`config.mk`:
```
export PLATFORM = sky130hd
export DESIGN_NAME = multi_axis_slew_limiter_unit
export DESIGN_NICKNAME = d
export VERILOG_FILES = /design/src/hdl/msl_pkg.sv /design/src/hdl/msl_slew_lane.sv /design/src/hdl/multi_axis_slew_limiter_unit.sv
export SDC_FILE = /design/constraint.sdc
export NUM_CORES = 2
export LEC_CHECK = 0
export BUFFER_PORTS_ARGS = -buffer_cell sky130_fd_sc_hd__buf_4
export CORE_ASPECT_RATIO = 1.75
export CORE_MARGIN = 5
export CORE_UTILIZATION = 28
export DETAILED_ROUTE_END_ITERATION = 8
export PLACE_DENSITY = 0.41
export SLEW_MARGIN = 20
export SYNTH_ARGS = -nofsm -noshare
export SYNTH_HDL_FRONTEND = slang
export SYNTH_SLANG_ARGS = --single-unit
export TNS_END_PERCENT = 10
```
`constraint.sdc`:
```
create_clock -name clk -period 11.1 [get_ports clk]
set_input_delay 2.22 -clock clk [delete_from_list [all_inputs] [get_ports clk]]
set_output_delay 2.22 -clock clk [all_outputs]
set_load 0.05 [all_outputs]
```
`src/hdl/msl_pkg.sv`:
```
// Shared constants, types and reset helpers for the multi-axis slew limiter.
// No dependencies; imported by msl_slew_lane and multi_axis_slew_limiter_unit.
`default_nettype none

package msl_pkg;

    localparam int AXIS_SLOTS      = 8;
    localparam int AXIS_W          = 16;
    localparam int BUTTON_W        = 11;
    localparam int RATE_W          = 16;
    localparam int DT_W            = 20;
    localparam int LEVEL_W         = 2;
    localparam int STEP_W          = 16;
    localparam int RATE_SHIFT      = 20;
    localparam int CFG_IDX_W       = 2;

    localparam int NUM_AXES_DEF    = 8;
    localparam int NUM_BUTTONS_DEF = 11;

    localparam int BTN_DOWN        = 4;
    localparam int BTN_UP          = 5;

    localparam logic [STEP_W-1:0] STEP_CAP = STEP_W'(32768);

    localparam logic FUNC_MSG  = 1'b0;
    localparam logic FUNC_TICK = 1'b1;

    localparam logic [LEVEL_W-1:0] LVL_SLOW = 2'd0;
    localparam logic [LEVEL_W-1:0] LVL_MID  = 2'd1;
    localparam logic [LEVEL_W-1:0] LVL_FAST = 2'd2;

    localparam logic [CFG_IDX_W-1:0] CFG_RATE_SLOW = 2'd0;
    localparam logic [CFG_IDX_W-1:0] CFG_RATE_MID  = 2'd1;
    localparam logic [CFG_IDX_W-1:0] CFG_RATE_FAST = 2'd2;

    // 0.5, 1.5 and 3.0 full scale per second
    localparam logic [RATE_W-1:0] RATE_SLOW_RST = 16'd8590;
    localparam logic [RATE_W-1:0] RATE_MID_RST  = 16'd25770;
    localparam logic [RATE_W-1:0] RATE_FAST_RST = 16'd51540;

    typedef logic signed [AXIS_W-1:0] axis_t;
    typedef logic [STEP_W-1:0]        step_t;

    // Axes 2 and 5 rest at full scale, the others at center.
    function automatic axis_t axis_reset(input int idx);
        axis_t v;
        v = '0;
        if (idx == 2 || idx == 5)
        begin
            v = AXIS_W'(16384);
        end
        return v;
    endfunction

endpackage

`default_nettype wire

```
`src/hdl/msl_slew_lane.sv`:
```
// One axis lane: moves a held value toward its goal by at most one step.
// Depends on msl_pkg.
`default_nettype none

module msl_slew_lane
(
    input  wire msl_pkg::axis_t held,
    input  wire msl_pkg::axis_t goal,
    input  wire msl_pkg::step_t step,
    output msl_pkg::axis_t      nxt
);
    import msl_pkg::*;

    logic signed [AXIS_W:0] held_x;
    logic signed [AXIS_W:0] diff;
    logic        [AXIS_W:0] err;
    logic        [AXIS_W:0] step_x;
    logic signed [AXIS_W:0] moved;
    logic                   near;

    always_comb
    begin
        held_x = {held[AXIS_W-1], held};
        diff   = {goal[AXIS_W-1], goal} - held_x;
        err    = diff[AXIS_W] ? (AXIS_W+1)'(-diff) : diff;
        step_x = (AXIS_W+1)'(step);
        near   = err < step_x;
        // held + step never passes the goal here, so the result stays in range
        moved  = diff[AXIS_W] ? (held_x - $signed(step_x)) : (held_x + $signed(step_x));
        nxt    = near ? goal : moved[AXIS_W-1:0];
    end

endmodule

`default_nettype wire

```
`src/hdl/multi_axis_slew_limiter_unit.sv`:
```
// Top level of the multi-axis slew limiter: input register, step multiply and
// rate-level logic, slew lanes, result register. Depends on msl_pkg, msl_slew_lane.
//
//  channel | signals                                  | role
//  --------+------------------------------------------+------------------------------
//  in      | in_valid in_ready func target_a0..7      | message or tick item
//          | button_bits elapsed_us                   |
//  out     | out_valid out_ready out_a0..7            | one result item per input item
//          | out_buttons changed rate_level           |
//  cfg     | cfg_valid cfg_ready cfg_index cfg_data   | rate register writes
//
// One item per cycle sustained while the output is not stalled; an accepted item
// reaches out_valid through the input register, step register and result register.
// The stage after the input register does the rate multiply and level update, the
// next one the NUM_AXES slew lanes. A stalled output holds all three stages in place;
// in_ready stays high as long as some stage can move. Reset returns rates, goal, held
// output, level (fast) and arming to their power-up values; cfg_ready is always high.
`default_nettype none

module multi_axis_slew_limiter_unit
#(
    parameter int NUM_AXES    = msl_pkg::NUM_AXES_DEF,
    parameter int NUM_BUTTONS = msl_pkg::NUM_BUTTONS_DEF
)
(
    input  wire                            clk,
    input  wire                            rst_n,

    input  wire                            in_valid,
    output logic                           in_ready,
    input  wire                            func,
    input  wire msl_pkg::axis_t            target_a0,
    input  wire msl_pkg::axis_t            target_a1,
    input  wire msl_pkg::axis_t            target_a2,
    input  wire msl_pkg::axis_t            target_a3,
    input  wire msl_pkg::axis_t            target_a4,
    input  wire msl_pkg::axis_t            target_a5,
    input  wire msl_pkg::axis_t            target_a6,
    input  wire msl_pkg::axis_t            target_a7,
    input  wire [msl_pkg::BUTTON_W-1:0]    button_bits,
    input  wire [msl_pkg::DT_W-1:0]        elapsed_us,

    output logic                           out_valid,
    input  wire                            out_ready,
    output msl_pkg::axis_t                 out_a0,
    output msl_pkg::axis_t                 out_a1,
    output msl_pkg::axis_t                 out_a2,
    output msl_pkg::axis_t                 out_a3,
    output msl_pkg::axis_t                 out_a4,
    output msl_pkg::axis_t                 out_a5,
    output msl_pkg::axis_t                 out_a6,
    output msl_pkg::axis_t                 out_a7,
    output logic [msl_pkg::BUTTON_W-1:0]   out_buttons,
    output logic                           changed,
    output logic [msl_pkg::LEVEL_W-1:0]    rate_level,

    input  wire                            cfg_valid,
    output logic                           cfg_ready,
    input  wire [msl_pkg::CFG_IDX_W-1:0]   cfg_index,
    input  wire [msl_pkg::RATE_W-1:0]      cfg_data
);
    import msl_pkg::*;

    localparam int BtnW  = (NUM_BUTTONS < BUTTON_W) ? NUM_BUTTONS : BUTTON_W;
    localparam int ProdW = RATE_W + DT_W;

    // configuration
    logic [RATE_W-1:0] rate_slow_reg, rate_mid_reg, rate_fast_reg;

    // stage 1: input register
    logic              s1_vld_reg;
    logic              s1_func_reg;
    axis_t             s1_tgt_reg [NUM_AXES];
    logic [BtnW-1:0]   s1_btn_reg;
    logic [DT_W-1:0]   s1_dt_reg;

    // stage 2: step and level
    logic              s2_vld_reg;
    logic              s2_func_reg;
    axis_t             s2_tgt_reg [NUM_AXES];
    logic [BtnW-1:0]   s2_btn_reg;
    step_t             s2_step_reg;
    logic [LEVEL_W-1:0] s2_lvl_reg;

    // block state
    logic [LEVEL_W-1:0] lvl_reg, lvl_next;
    logic               armed_reg, armed_next;
    axis_t              goal_reg [NUM_AXES];
    axis_t              held_reg [NUM_AXES];
    logic [BtnW-1:0]    goal_btn_reg;
    logic [BtnW-1:0]    held_btn_reg;

    // result register
    logic               vo_reg;
    axis_t              o_ax_reg [NUM_AXES];
    logic [BtnW-1:0]    o_btn_reg;
    logic               o_chg_reg;
    logic [LEVEL_W-1:0] o_lvl_reg;

    logic adv_o, adv_2, take_in;

    axis_t             tgt_in [AXIS_SLOTS];
    axis_t             slewed [NUM_AXES];
    axis_t             held_next [NUM_AXES];
    axis_t             out_all [AXIS_SLOTS];
    logic [RATE_W-1:0] rate_sel;
    logic [ProdW-1:0]  prod;
    step_t             step_raw;
    step_t             step_sat;
    logic              btn_down, btn_up;
    logic              differ;

    assign tgt_in[0] = target_a0;
    assign tgt_in[1] = target_a1;
    assign tgt_in[2] = target_a2;
    assign tgt_in[3] = target_a3;
    assign tgt_in[4] = target_a4;
    assign tgt_in[5] = target_a5;
    assign tgt_in[6] = target_a6;
    assign tgt_in[7] = target_a7;

    // pipeline flow
    assign adv_o     = s2_vld_reg && (!vo_reg || out_ready);
    assign adv_2     = s1_vld_reg && (!s2_vld_reg || adv_o);
    assign in_ready  = !s1_vld_reg || adv_2;
    assign take_in   = in_valid && in_ready;
    assign cfg_ready = 1'b1;

    always_ff @(posedge clk or negedge rst_n)
    begin
        if (!rst_n)
        begin
            rate_slow_reg <= RATE_SLOW_RST;
            rate_mid_reg  <= RATE_MID_RST;
            rate_fast_reg <= RATE_FAST_RST;
        end
        else if (cfg_valid)
        begin
            case (cfg_index)
                CFG_RATE_SLOW: rate_slow_reg <= cfg_data;
                CFG_RATE_MID:  rate_mid_reg  <= cfg_data;
                CFG_RATE_FAST: rate_fast_reg <= cfg_data;
                default:       ;
            endcase
        end
    end

    // stage 1 capture
    always_ff @(posedge clk or negedge rst_n)
    begin
        if (!rst_n)
        begin
            s1_vld_reg <= 1'b0;
        end
        else if (in_ready)
        begin
            s1_vld_reg <= in_valid;
        end
    end

    always_ff @(posedge clk)
    begin
        if (take_in)
        begin
            s1_func_reg <= func;
            s1_btn_reg  <= button_bits[BtnW-1:0];
            s1_dt_reg   <= elapsed_us;
            for (int i = 0; i < NUM_AXES; i++)
            begin
                s1_tgt_reg[i] <= tgt_in[i];
            end
        end
    end

    // stage 1 -> 2: rate multiply and rate-level buttons
    always_comb
    begin
        case (lvl_reg)
            LVL_SLOW: rate_sel = rate_slow_reg;
            LVL_MID:  rate_sel = rate_mid_reg;
            default:  rate_sel = rate_fast_reg;
        endcase
        prod     = ProdW'(rate_sel) * ProdW'(s1_dt_reg);
        step_raw = prod[ProdW-1:RATE_SHIFT];
        step_sat = (step_raw > STEP_CAP) ? STEP_CAP : step_raw;

        btn_down   = s1_btn_reg[BTN_DOWN];
        btn_up     = s1_btn_reg[BTN_UP];
        lvl_next   = lvl_reg;
        armed_next = armed_reg;
        if (s1_func_reg == FUNC_MSG)
        begin
            if (armed_reg)
            begin
                if (btn_down)
                begin
                    lvl_next   = (lvl_reg == LVL_SLOW) ? LVL_FAST : LEVEL_W'(lvl_reg - 2'd1);
                    armed_next = 1'b0;
                end
                else if (btn_up)
                begin
                    lvl_next   = (lvl_reg >= LVL_FAST) ? LVL_SLOW : LEVEL_W'(lvl_reg + 2'd1);
                    armed_next = 1'b0;
                end
            end
            // re-arm once both rate buttons are released
            if (!armed_next && !btn_down && !btn_up)
            begin
                armed_next = 1'b1;
            end
        end
    end

    always_ff @(posedge clk or negedge rst_n)
    begin
        if (!rst_n)
        begin
            s2_vld_reg <= 1'b0;
            lvl_reg    <= LVL_FAST;
            armed_reg  <= 1'b1;
        end
        else
        begin
            if (!s2_vld_reg || adv_o)
            begin
                s2_vld_reg <= s1_vld_reg;
            end
            if (adv_2)
            begin
                lvl_reg   <= lvl_next;
                armed_reg <= armed_next;
            end
        end
    end

    always_ff @(posedge clk)
    begin
        if (adv_2)
        begin
            s2_func_reg <= s1_func_reg;
            s2_btn_reg  <= s1_btn_reg;
            s2_step_reg <= step_sat;
            s2_lvl_reg  <= lvl_next;
            for (int i = 0; i < NUM_AXES; i++)
            begin
                s2_tgt_reg[i] <= s1_tgt_reg[i];
            end
        end
    end

    // stage 2 -> result: slew lanes
    genvar g;
    generate
        for (g = 0; g < NUM_AXES; g++)
        begin : g_lane
            msl_slew_lane u_lane
            (
                .held (held_reg[g]),
                .goal (goal_reg[g]),
                .step (s2_step_reg),
                .nxt  (slewed[g])
            );
        end
    endgenerate

    always_comb
    begin
        differ = (goal_btn_reg != held_btn_reg);
        for (int i = 0; i < NUM_AXES; i++)
        begin
            if (goal_reg[i] != held_reg[i])
            begin
                differ = 1'b1;
            end
        end
        for (int i = 0; i < NUM_AXES; i++)
        begin
            held_next[i] = (s2_func_reg == FUNC_TICK && differ) ? slewed[i] : held_reg[i];
        end
    end

    always_ff @(posedge clk or negedge rst_n)
    begin
        if (!rst_n)
        begin
            vo_reg       <= 1'b0;
            goal_btn_reg <= '0;
            held_btn_reg <= '0;
            for (int i = 0; i < NUM_AXES; i++)
            begin
                goal_reg[i] <= axis_reset(i);
                held_reg[i] <= axis_reset(i);
            end
        end
        else
        begin
            if (!vo_reg || out_ready)
            begin
                vo_reg <= s2_vld_reg;
            end
            if (adv_o)
            begin
                if (s2_func_reg == FUNC_MSG)
                begin
                    goal_btn_reg <= s2_btn_reg;
                    for (int i = 0; i < NUM_AXES; i++)
                    begin
                        goal_reg[i] <= s2_tgt_reg[i];
                    end
                end
                else if (differ)
                begin
                    held_btn_reg <= goal_btn_reg;
                    for (int i = 0; i < NUM_AXES; i++)
                    begin
                        held_reg[i] <= held_next[i];
                    end
                end
            end
        end
    end

    always_ff @(posedge clk)
    begin
        if (adv_o)
        begin
            o_btn_reg <= (s2_func_reg == FUNC_TICK && differ) ? goal_btn_reg : held_btn_reg;
            o_chg_reg <= (s2_func_reg == FUNC_TICK) && differ;
            o_lvl_reg <= s2_lvl_reg;
            for (int i = 0; i < NUM_AXES; i++)
            begin
                o_ax_reg[i] <= held_next[i];
            end
        end
    end

    // unused axis slots read as zero
    generate
        for (g = 0; g < AXIS_SLOTS; g++)
        begin : g_out
            if (g < NUM_AXES)
            begin : g_used
                assign out_all[g] = o_ax_reg[g];
            end
            else
            begin : g_unused
                assign out_all[g] = '0;
            end
        end
    endgenerate

    assign out_valid   = vo_reg;
    assign out_a0      = out_all[0];
    assign out_a1      = out_all[1];
    assign out_a2      = out_all[2];
    assign out_a3      = out_all[3];
    assign out_a4      = out_all[4];
    assign out_a5      = out_all[5];
    assign out_a6      = out_all[6];
    assign out_a7      = out_all[7];
    assign out_buttons = BUTTON_W'(o_btn_reg);
    assign changed     = o_chg_reg;
    assign rate_level  = o_lvl_reg;

endmodule

`default_nettype wire

```
==> results.yml <==
sta:
  fmaxAchievable_mhz: 106.8
  clock_skew_ns: 0.03565
  worst_pin_slew_ns: 1.075
  total_count_of_hold_check_failures_in_the_final_report: 0
  setup_tns_ns: 0
  setup_viol_count_final: 0
  rsz0062_at_grt: "no"
  portion_of_the_clock_cycle_consumed_by_the_worst_path_in_the_final_layout_pct: 84.34
  timing_max_transition_violations_final: 0
  finalCriticalPeriod_ns: 9.362
  timing.slew.headroom_pct: 27.60
job:
  cap_viol_max_count: 0
final_layout:
  fraction_of_layout_instances_using_a_drive_strength_above_1_pct: 13.74
  instances_no_fill: 9094
  area.growth.synth_to_final_pct: 14.93
  num-fill-cells: 22029
  final_net_count: 7140
status:
  run_status: "finished, final reports clean"
logic_synthesis:
  post_synth_mux_area_share_pct: 4.620
  yosys.area_share.simple_pct: 13.65
  synth_nets: 6881
  yosysWarnings: 0
  synth.lib_cells_used.distinct: 109
  compound_cell_area_share_of_the_yosys_netlist_pct: 13.67
  synth_seq_cells: 792
  adder_and_majority_gate_portion_of_the_synthesized_area_pct: 19.22
  synth_top_family_by_area: "adder cells"
  post_synth_inst_count: 5946
  top_post_synthesis_cells_by_area: "edfxtp_1, dfrtp_1, ha_1"
  synthFlopType: "edfxtp_1"
  post_synth_xor_area_fraction_pct: 6.288
  synth.yosys.seq_area_share_pct: 37.35
  async_flop_share_pct: 41.92
  synth_largest_type_area_fraction_pct: 23.29
  netlist_area_um2: 59310
  synth_area_per_inst_um2: 9.975
  synth_area_leader_cell: "edfxtp_1"
  synth-edff-count: 460
drt:
  via_count: 45395
  viasPerCell: 4.992
  detail_route.wl_per_cell_um: 23.87
  postRouteWirelength_um: 217100
  met2WireLength_um: 112900
  detailedRoute.firstPassIterationCount: 6
  total_met3_wirelength_after_detailed_routing_um: 8229
  remaining_drc_errors: 0
  route.top_layer_used: "met5"
  detail_route.wirelength.met1_um: 84720
  detail_route.iter0.violations: 2551
  detail-route-antenna-nets: 0
floorplanning:
  floorplan.initialDensity_pct: 28.12
  ioPinCount: 328
  design.die.area_um2: 221500
  die-width_um: 357.9
  rows: 223
  design.core.area_um2: 210900
  die_h_um: 618.9
global_routing:
  antenna_found_initial: 13
  first_pass_grt_wire_length_um: 317800
  grt_start_max_net_pins: 75
  global_route_usage_sum_pct: 19.30
  global_route.overflow_total: 0
  number_of_global_route_vias_before_repair: 47550
clocking:
  tritoncts_clock_tree: "built"
  cts_made_buffers: 87
  clk_pin_slew_worst_paths_ns: 0.06
  number_of_buffers_inserted_to_repair_setup_after_cts: 0
  numClockSinks: 792
  ctsHoldBuffers: 0
  cts_resized: 0
  buffer_levels_on_the_longest_clock_path: 3
  root_buffer: "clkbuf_16"
  clk_latency_ns: 0.72
  h-tree-depth: 3
worst_setup_path:
  cp.arrival_ns: 9.81
  crit_buf_inv: 9
  worst_setup_path_end_kind: "flip-flop"
  family_with_the_most_delay_on_the_worst_path: "adder cells"
  worst_setup_path_start_kind: "flip-flop"
  required_time_worst_endpoint_ns: 11.55
  crit_slowest_cell: "a2111oi_1"
  critical_path.max_stage_delay_ns: 0.79
  critPathMaxFanout: 20
  criticalPathCategory: "reg -> reg"
place:
  placed_cells: 8928
  dpl.hpwl_um: 166100
  finalWeightedCongestion: 0.8723
  placement.io_buffers: 326
hold_path:
  min_path_type: "reg -> reg"
-- layout by cell type, fill, tap and decap left out, types with 17 or more instances in the layout --
master,count
clkbuf_1,17
o21a_1,68
buf_4,420
dfstp_2,26
a21oi_1,216
dfrtp_1,306
nor2_1,381
nand3_1,77
nor2b_1,106
and2_1,113
edfxtp_1,460
nand2b_1,50
fa_1,265
o21bai_1,23
o211ai_1,50
and3_1,25
xor2_1,95
o31ai_1,52
a31oi_1,103
nand2_1,624
nand4_1,91
a21o_1,87
o21ai_1,25
mux2i_1,69
nor3_1,98
inv_1,538
ha_1,487
a211oi_1,38
xnor2_1,328
o21ai_0,322
mux2_2,181
clkbuf_16,87
or3_1,24
-- worst register-to-register path: cells and delay by family (launching register included) --
family / cells / cell delay (ns)
buffers and inverters: 9 / 1.11
adders and majority gates: 8 / 3.74
AOI/OAI and AO/OA: 6 / 1.79
and+or+nand+nor: 7 / 1.77
xor gates and xnor gates: 1 / 0.14
DFF: 1 / 0.54
-- cells in the mapped netlist (19+ instances only) --
cell type / instances
clkbuf_1: 203
dfrtp_1: 306
nand2_1: 625
and3_1: 28
nand4_1: 91
xnor2_1: 329
ha_1: 487
nor3_1: 103
inv_1: 541
o21a_1: 68
a21oi_1: 220
a31oi_1: 103
a21o_1: 87
mux2_2: 181
xor2_1: 95
o21ai_0: 323
fa_1: 265
o211ai_1: 50
o21bai_1: 23
edfxtp_1: 460
buf_2: 19
nand3_1: 77
o21ai_1: 25
a211oi_1: 38
nor2b_1: 106
mux2i_1: 69
and2_1: 115
o31ai_1: 52
or3_1: 24
nor2_1: 383
dfstp_2: 26
nand2b_1: 50
-- metrics by stage --
stage	hold WS [ns]	utilization [%]	setup slack, ns	instance area, um2
4_1_cts	0.4149	32.31	1.441	68150
3_3_place_gp	0.4007	30.87	1.335	65130
5_1_grt	0.4214	32.32	1.047	68170
2_1_floorplan	0.4003	-	3.119	59310
3_5_place_dp	0.4045	30.88	1.490	65130
6_report	0.4147	32.32	1.738	68170
-- routing by layer --
layer / vias to the layer above / global-route usage (%)
met3: 357 / 2.509
li1: 21428 / -
met1: 22622 / 21.96
met4: 8 / 8.406
met2: 980 / 35.86
met5: - / 0
-- cell type report --
cell class / instances / area, um2 / share of cell area, %
Tap cell: 2812 / 3518 / 5.161
Inverter: 541 / 2048 / 3.005
Clock buffer: 108 / 2296 / 3.368
Multi-Input combinational cell: 4362 / 34250 / 50.25
Timing Repair Buffer: 421 / 3168 / 4.647
Clock inverter: 56 / 724.4 / 1.063
Antenna cell: 2 / 5.005 / 0.007342
Sequential cell: 792 / 22150 / 32.50
-- worst paths after layout --
check,from,end,slack (ns),depth (start not counted)
min,s1_tgt_reg[1][8]$_DFFE_PP_,s2_tgt_reg[4][8]$_DFFE_PP_,0.41,0
min in group asynchronous,rst_n,goal_btn_reg[6]$_DFFE_PN0P_,1.50,1
max reg2reg,lvl_reg[1]$_DFFE_PN1P_,s2_step_reg[3]$_SDFFCE_PN0P_,1.74,31
max,lvl_reg[1]$_DFFE_PN1P_,s2_step_reg[3]$_SDFFCE_PN0P_,1.74,31
min reg2reg,s1_tgt_reg[1][8]$_DFFE_PP_,s2_tgt_reg[4][8]$_DFFE_PP_,0.41,0
max in group asynchronous,rst_n,held_reg[11]$_DFFE_PN0P_,7.66,3
-- cells by family (layout without fill, tap and decap cells) --
logic type      count (synthesis)  after routing
compound gates               1231           1231
buf+inv                       792           1126
fa+ha+maj                     752            752
simple gates                 1702           1702
other cells                     1              3
flops                         792            792
mux                           251            251
xor+xnor                      425            425
Power is left out: the tool's default activity adds up to more than one toggle a clock period on the data nets, which glitch-free logic cannot reach.
